$ cat src/lobt_pkg.sv
// Package for the limit order book table: sizes, operation and status codes,
// payload structs and the controller/datapath command and status structs. No dependencies.
`default_nettype none
package lobt_pkg;
    localparam int ORDER_SLOTS = 64;
    localparam int SLOT_W = $clog2(ORDER_SLOTS);
    localparam int CNT_W = $clog2(ORDER_SLOTS + 1);

    localparam logic [1:0] KIND_ADD    = 2'd0;
    localparam logic [1:0] KIND_REMOVE = 2'd1;
    localparam logic [1:0] KIND_MODIFY = 2'd2;
    localparam logic [1:0] KIND_UNUSED = 2'd3;

    localparam logic [1:0] ST_DONE      = 2'd0;
    localparam logic [1:0] ST_NOT_FOUND = 2'd1;
    localparam logic [1:0] ST_FULL      = 2'd2;

    typedef struct packed {
        logic [1:0]  kind;
        logic [30:0] order_id;
        logic        side;
        logic [31:0] price;
        logic [31:0] target_price;
        logic [31:0] quantity;
    } lobt_in_t;

    typedef struct packed {
        logic [1:0] status;
        logic       level_emptied;
        logic       book_empty;
        logic [6:0] order_count;
    } lobt_out_t;

    // controller -> datapath
    typedef struct packed {
        logic load;     // latch request, clear scan results
        logic scan;     // examine slot at scan index
        logic commit;   // apply operation using scan results
    } lobt_cmd_t;

    // datapath -> controller
    typedef struct packed {
        logic scan_last;
    } lobt_stat_t;
endpackage
`default_nettype wire

$ cat src/lobt_ctrl.sv
// Controller FSM: accept item, run slot scan, commit, hold result.
// Depends on lobt_pkg.
`default_nettype none
module lobt_ctrl
    import lobt_pkg::*;
(
    input  wire logic       clk,
    input  wire logic       rst_n,
    input  wire logic       in_valid,
    output logic            in_ready,
    output logic            out_valid,
    input  wire logic       out_ready,
    input  wire lobt_stat_t stat,
    output lobt_cmd_t       cmd
);
    typedef enum logic [1:0] {S_IDLE, S_SCAN, S_COMMIT, S_OUT} state_t;
    state_t state_reg;

    assign in_ready   = state_reg == S_IDLE;
    assign out_valid  = state_reg == S_OUT;
    assign cmd.load   = in_valid && in_ready;
    assign cmd.scan   = state_reg == S_SCAN;
    assign cmd.commit = state_reg == S_COMMIT;

    always_ff @(posedge clk or negedge rst_n)
    begin
        if (!rst_n) state_reg <= S_IDLE;
        else
        begin
            unique case (state_reg)
                S_IDLE:   if (in_valid) state_reg <= S_SCAN;
                S_SCAN:   if (stat.scan_last) state_reg <= S_COMMIT;
                S_COMMIT: state_reg <= S_OUT;
                S_OUT:    if (out_ready) state_reg <= S_IDLE;
                default:  state_reg <= S_IDLE;
            endcase
        end
    end

    a_one_cmd: assert property (@(posedge clk) disable iff (!rst_n)
        $onehot0({cmd.load, cmd.scan, cmd.commit})) else $error("cmd overlap");
    a_commit_out: assert property (@(posedge clk) disable iff (!rst_n)
        cmd.commit |=> out_valid) else $error("commit without result");
    a_out_hold: assert property (@(posedge clk) disable iff (!rst_n)
        out_valid && !out_ready |=> out_valid) else $error("result dropped");
endmodule
`default_nettype wire

$ cat config.mk
export PLATFORM = sky130hd
export DESIGN_NAME = lobt_ctrl
export DESIGN_NICKNAME = d
export VERILOG_FILES = /design/src/lobt_pkg.sv /design/src/lobt_ctrl.sv
export SDC_FILE = /design/constraint.sdc
export NUM_CORES = 1
export LEC_CHECK = 0
export BUFFER_PORTS_ARGS = -buffer_cell sky130_fd_sc_hd__buf_2
export CAP_MARGIN = 20
export CORE_AREA = 2 2 39 41
export DETAILED_ROUTE_END_ITERATION = 8
export DIE_AREA = 0 0 41 43
export GPL_TIMING_DRIVEN = 0
export PLACE_DENSITY = 0.41
export SLEW_MARGIN = 20
export SYNTH_ARGS = -nofsm -noshare
export SYNTH_HDL_FRONTEND = slang
export SYNTH_SLANG_ARGS = --single-unit
$ cat constraint.sdc
create_clock -name clk -period 1.8 [get_ports clk]
set_input_delay 0.18 -clock clk [delete_from_list [all_inputs] [get_ports clk]]
set_output_delay 0.18 -clock clk [all_outputs]
set_load 0.02 [all_outputs]
# After elaboration in Yosys (flattened, before gate mapping)
# Cells that the tools add are included.
[totals]
register_bits = 2
latchBits = 0
ramBits = 0
rom_bits = 0
inputBits = 5
out_inout_bits = 5
wordCells = 14
mem_count = 0
[classes]
addsub = 0
multipliers = 0
div_mod_pow = 0
n_lt_le_gt_ge = 0
n_eq_ne = 6
n_shift = 0
n_mux = 4
n_bitwise = 0
n_reduce_logical = 3
[op_table]
columns = ["op", "n"]
rows = [
  ["$pmux 2 s4", 1],
  ["$mux 2", 3],
  ["$eq 2x2->1 const B", 2],
  ["$ne 2x2->1 const B", 2],
  ["$reduce_and 3->1", 1],
  ["$eq 2x1->1 const B", 1],
  ["$logic_not 2->1", 1],
  ["$ne 2x1->1 const B", 1],
  ["$logic_and 1x1->1", 1],
]

# Longest topological paths before layout
# Gate-level depths: netlist of run 1.
[depth]
depth_word = 3
depth_mapped = 4
ltp_nobuf = 4

# Least setup slack after synthesis of run 1
# No wires, ideal clock.
[synth_timing]
path_type = "reg-to-reg"
start = "register state_reg[1]"
end = "register state_reg[1]"
setup_ns = 0.127
arrival_time_ns = 1.496
required_time_ns = 1.673
path_slack_ns = 0.177
path_stages_with_launch = 5
path_buffers = 0
synth_period_minus_slack_ns = 1.623
cell_sequence = "dfrtp_1 > inv_1 > ha_1 > a222oi_1 > mux2_1"
[synth_rtl]
columns = ["item", "line_no", "rtl"]
rows = [
  ["from (decl)", "lobt_ctrl.sv:17", "state_t state_reg;"],
  ["from (signal assigned)", "lobt_ctrl.sv:27", "if (!rst_n) state_reg <= S_IDLE;"],
  ["from (signal assigned)", "lobt_ctrl.sv:31", "S_IDLE: if (in_valid) state_reg <= S_SCAN;"],
  ["from (signal assigned)", "lobt_ctrl.sv:32", "S_SCAN: if (stat.scan_last) state_reg <= S_COMMIT;"],
]

# Worst setup path after layout of run 1
[layout_timing]
start = "register state_reg[1]"
end = "register state_reg[1]"
[layout_between]
elab_chain_len = 3
elab_cells_between_ends = 9
cone_classes = "eq/ne: 6; mux: 1; reduce/logical: 2"
[layout_lines]
columns = ["item", "line_no", "rtl"]
rows = [
  ["$eq 2x1->1 (tied with other cells)", "lobt_ctrl.sv:30", "unique case (state_reg)"],
  ["$ne 2x2->1 (no source line) or $ne 2x1->1 (tied branches)", "--", ""],
  ["$reduce_and 3->1 (no source line)", "--", ""],
]
# Parallel ways exist; a longest one is shown, timed or not.
# A chain may end at the register's enable or synchronous reset.

==> results of run 1 <==
layout make-up:
type	instances	share of cell area [%]
Clock buffer	3	8.74
Inverter	5	7.28
Multi-Input combinational cell	9	35.4
Sequential cell	2	19.4
Tap cell	16	7.77
Timing Repair Buffer	10	21.4
cells by family (layout without fill, tap and decap cells):
kind of cell / Yosys count / count (layout) / share of synthesized area, %
buffers and inverters: 5 / 18 / 11.7
adder cells (fa/ha/maj): 4 / 4 / 31.3
multiplexers: 2 / 2 / 13.3
flip-flops: 2 / 2 / 31.3
AND/OR/NAND/NOR: 2 / 2 / 6.25
AO/OA/AOI/OAI: 1 / 1 / 6.25
metrics by stage:
stage          setup slack (ns)  cell area [sq um]
3_5_place_dp              0.181                225
4_1_cts                   0.177                258
5_1_grt                  0.0736                258
3_3_place_gp              0.178                225
2_1_floorplan             0.177                160
6_report                  0.204                258
synth_stat cells (all sizes together):
library cell,n
inv,5
and2,1
dfrtp,2
mux2,1
ha,4
mux2i,1
nor2,1
a222oi,1
layer usage:
| metal | share of wire [%] | global-route usage [%] |
|---|---|---|
| met3 | 18 | 1.57 |
| met4 | 0 | 6.00 |
| met5 | 0 | 0 |
| met2 | 40 | 6.25 |
| met1 | 42 | 4.50 |
power groups by stage:
stage	registers, mW	clock network [mW]	logic (mW)
floorplan	0.0885	0	0.216
global placement	0.0929	0	0.284
detailed placement	0.0928	0	0.283
CTS	0.0922	0.107	0.285
global route	0.0968	0.104	0.318
finish	0.0916	0.0977	0.277
what timing repair did:
action	4_1_cts	5_1_grt
hold buffers	1	0
gates resized for setup	0	0
hold endpoints to repair	2	0
how the worst min path moves through the flow:
stage | cells after the start | from | slack, ns | to
global route | 2 | rst_n | 0.30 | state_reg[0]
finish | 2 | rst_n | 0.29 | state_reg[0]
global placement | 1 | rst_n | -0.03 | state_reg[0]
CTS | 2 | rst_n | 0.29 | state_reg[0]
floorplan | 0 | rst_n | -0.12 | state_reg[0]
detailed placement | 1 | rst_n | -0.03 | state_reg[0]
==> flow_summary_export.csv, run 1 <==
group,metric,value,unit
flow_run,maxCapViolCount,0,
clock_network,clockBufferDepth,2,
clock_network,clockRootBuffer,"clkbuf_4",
timing,final-setup-viol-count,0,
setup_path,cp-startpoint,"state_reg[1]",
logic_synthesis,ys_types,8,
floorplan,io_pins,10,
placed_design,gp_congestion,0.578,
setup_path,critPathBufInv,1,
power,seq_power_share,19.7,%
setup_path,critPathArrivalTime,1.69,ns
drt,drtAntennaViolNets,0,
finish,final_layout_size_suffix_gt1_share,41.4,%
timing,fmax,0.626,GHz
finish,largest_reg_flops,2,
power,p_switching,0.209,mW
setup_path,cpMaxStageDelayCell,"a222oi_1",
setup_path,crit_required,1.90,ns
placed_design,port_buffers,9,
timing,relSlewSlack,69.8,%
clock_network,clock_latency,0.22,ns
floorplan,die_w,41,um
finish,finalNonFillerCells,45,
timing,rsz0062_at_grt,"false",
power,clkPwrFrac,21.0,%
power,p_leak,0.157,nW
drt,dr.first_iter.drc_count,3,
timing,timing.final.crit_share,88.7,%
clock_network,path_clk_slew,0.03,ns
floorplan,start_util,11.6,%
global_route,grt_max_degree,5,
finish,antennaDiodeCount,0,
drt,post_drt_wl_per_cell,7.51,um
global_route,first_global_vias,154,
logic_synthesis,synth_seq_area_share,31.3,%
power,switching_share,44.8,%
drt,drc,0,
setup_path,cp.depth,4,
clock_network,htree_levels,1,
timing,hold_slack,0.290,ns
global_route,antenna_found_initial,0,
finish,seq_area,50.0,sq um
drt,routed_wl,338,um
setup_path,timing.rr.end,"state_reg[1]",
setup_path,cpPeakStageDelay,0.48,ns
logic_synthesis,synth_area_per_cell,10.0,sq um
timing,slew_viol_final,0,
setup_path,endpoint,"state_reg[1]",
setup_path,rrSetupSlack,0.20,ns
clock_network,cts_tree,"built",
global_route,track_usage,4.62,%
timing,period_minus_slack,1.60,ns
timing,hold_violations,0,
logic_synthesis,yosys_warnings,0,
floorplan,core-area,1380,sq um
setup_path,r2r-start,"state_reg[1]",
clock_network,cts_setup_buffers,0,
placed_design,dp_cells,41,
logic_synthesis,syn-num-nets,25,
outcome,status,"finished, final reports clean",
finish,final_nets,40,
logic_synthesis,ys_top_cells_by_area,"dfrtp_1 (31%), ha_1 (31%), inv_1 (12%)",
setup_path,end_kind,"register",
finish,multi_input_area,91.3,sq um
setup_path,crit_family,"compound AO/OA/AOI/OAI gates",
floorplan,fp.dieH,43,um
setup_path,critPathKind,"register to register",
power,combPwrFrac,59.4,%
drt,vias,148,
floorplan,rows,14,
timing,finClkSkew,0.000634,ns
finish,n_fill_cell,156,
setup_path,path_cells,"inv_1 -> ha_1 -> a222oi_1 -> mux2_1",
finish,layout.cells.most_common_list,"buf_2 (9), inv_1 (5), ha_1 (4), clkbuf_4 (3), dfrtp_1 (2)",
setup_path,startpoint_type,"register",
timing,tightest_slew,0.453,ns
setup_path,crit_fanout,4,
power,total_power,0.466,mW
floorplan,die-area,1760,sq um
finish,area_delta_synth_final,60.9,%
power,p_int,0.257,mW
setup_path,reg2regPathDepth,4,
logic_synthesis,synth_area_leader_cell,"dfrtp_1",
logic_synthesis,synth-seq-cells,2,
hold_path,hp-class,"primary input to asynchronous set/reset pin",
global_route,grt_pass1_wl,510,um
global_route,overflow,0,
finish,utilization,18.6,%
clock_network,numCtsBuffers,3,
drt,first_pass_iters,4,
logic_synthesis,synth_area,160,sq um
placed_design,hpwl,278,um
finish,final_common_cell,"buf_2",
logic_synthesis,syn_inst,16,
timing,fin_setup_tns,0,ns
drt,viasPerCell,3.29,
logic_synthesis,synth_top_area_share,31.3,%
power,power_density,1810,nW/um^2
power,ir_drop,0.339,mV
clock_network,numClockSinks,2,
No activity file was read; power rests on OpenSTA's default activity.
==> run 2: changes to the inputs <==
--- a/config.mk
+++ b/config.mk
@@ -5,7 +5,7 @@
 export SDC_FILE = /design/constraint.sdc
 export NUM_CORES = 1
 export LEC_CHECK = 0
-export BUFFER_PORTS_ARGS = -buffer_cell sky130_fd_sc_hd__buf_2
+export BUFFER_PORTS_ARGS = -buffer_cell sky130_fd_sc_hd__buf_4
 export CAP_MARGIN = 20
 export CORE_AREA = 2 2 39 41
 export DETAILED_ROUTE_END_ITERATION = 8
==> flow_summary_export.csv, run 2 (synthesis gave the netlist of run 1 again) <==
group,metric,value,unit
drt,drtAntennaViolNets,0,
finish,area_delta_synth_final,75.0,%
drt,post_drt_wl_per_cell,8.93,um
clock_network,path_clk_slew,0.03,ns
setup_path,crit_fanout,4,
finish,n_fill_cell,165,
placed_design,port_buffers,9,
floorplan,rows,14,
floorplan,fp.dieH,43,um
clock_network,cts_setup_buffers,0,
setup_path,startpoint_type,"register",
timing,fmax,0.619,GHz
drt,viasPerCell,3.40,
clock_network,numCtsBuffers,3,
setup_path,rrSetupSlack,0.19,ns
finish,largest_reg_flops,2,
floorplan,io_pins,10,
drt,first_pass_iters,4,
timing,finClkSkew,0.000113,ns
clock_network,clock_latency,0.22,ns
floorplan,start_util,11.6,%
power,p_switching,0.217,mW
drt,dr.first_iter.drc_count,3,
setup_path,critPathKind,"register to register",
placed_design,gp_congestion,0.546,
global_route,grt_max_degree,5,
clock_network,ctsHoldBuffers,1,
clock_network,clockBufferDepth,2,
finish,antennaDiodeCount,0,
finish,final_common_cell,"buf_4",
timing,final-setup-viol-count,0,
hold_path,hp-class,"primary input to asynchronous set/reset pin",
timing,tightest_slew,0.458,ns
floorplan,core-area,1380,sq um
power,p_int,0.290,mW
global_route,antenna_found_initial,0,
clock_network,numClockSinks,2,
setup_path,crit_required,1.90,ns
clock_network,clockRootBuffer,"clkbuf_4",
power,ir_drop,0.574,mV
finish,final_layout_size_suffix_gt1_share,41.4,%
global_route,track_usage,5.22,%
power,clkPwrFrac,19.5,%
drt,routed_wl,402,um
flow_run,maxCapViolCount,0,
power,power_density,1810,nW/um^2
finish,seq_area,50.0,sq um
timing,worst_slack,0.186,ns
drt,drc,0,
power,switching_share,42.8,%
placed_design,hpwl,328,um
timing,hold_slack,0.287,ns
timing,timing.final.crit_share,89.7,%
timing,period_minus_slack,1.61,ns
global_route,first_global_vias,163,
timing,slew_viol_final,0,
global_route,overflow,0,
finish,multi_input_area,91.3,sq um
clock_network,cts_tree,"built",
power,seq_power_share,18.3,%
timing,fin_setup_tns,0,ns
floorplan,die-area,1760,sq um
floorplan,die_w,41,um
setup_path,end_kind,"register",
global_route,grt_pass1_wl,552,um
setup_path,critPathArrivalTime,1.71,ns
finish,final_nets,40,
power,combPwrFrac,62.2,%
timing,relSlewSlack,69.5,%
drt,vias,153,
clock_network,ctsResizeCount,0,
power,p_leak,0.162,nW
timing,hold_violations,0,
clock_network,htree_levels,1,
placed_design,dp_slack,0.168,ns
outcome,status,"finished, final reports clean",
timing,rsz0062_at_grt,"false",
finish,layout.cells.most_common_list,"buf_4 (9), inv_1 (5), ha_1 (4), clkbuf_4 (3), dfrtp_1 (2)",
run 2: changes by cell type in the layout (fill, tap and decap cells not counted):
cell,change
buf_2,-9
buf_4,+9
run 2: routing by layer:
metal / share of wire [%] / global-route usage (%) / vias up
li1: - / - / 76
met1: 41 / 4.18 / 67
met2: 44 / 7.19 / 10
met3: 14 / 2.09 / 0
met4: 0 / 8.00 / 0
met5: 0 / 0 / -
run 2: power groups by stage:
| stage | registers, mW | clock network [mW] | logic, mW |
|---|---|---|---|
| after floorplan | 0.0885 | 0 | 0.216 |
| after global placement | 0.0926 | 0 | 0.314 |
| after detailed placement | 0.0940 | 0 | 0.320 |
| after CTS | 0.0934 | 0.107 | 0.322 |
| after global routing | 0.0985 | 0.107 | 0.350 |
| final | 0.0929 | 0.0987 | 0.315 |
run 2: path summary, 6_finish.rpt:
path	cells after the start	startpoint	end
setup / recovery	4	state_reg[1]	state_reg[1]
hold / removal	2	rst_n	state_reg[0]
setup reg to reg	4	state_reg[1]	state_reg[1]
hold reg to reg	1	state_reg[1]	state_reg[1]
max in group asynchronous	2	rst_n	state_reg[1]
min in group clk	4	in_valid	state_reg[0]
run 2: worst max-delay path, stage by stage (launching register included):
cell	delay, ns
dfrtp_1	0.37
inv_1	0.08
ha_1	0.20
a222oi_1	0.48
mux2_1	0.37
run 2: per-stage QoR:
step	utilization, %	instance area (sq um)	power, mW	std cells
2_1_floorplan	-	160	0.305	16
3_3_place_gp	17.9	248	0.407	41
3_5_place_dp	17.9	248	0.414	41
4_1_cts	20.3	280	0.522	45
5_1_grt	20.3	280	0.555	45
6_report	20.3	280	0.507	45
run 2: area by class of cell:
| cell class | instances | area share (%) |
|---|---|---|
| repair buffers | 10 | 27.7 |
| inverters | 5 | 6.70 |
| clock buffers | 3 | 8.04 |
| flip-flops and latches | 2 | 17.9 |
| multi-input cells | 9 | 32.6 |
| well taps | 16 | 7.14 |
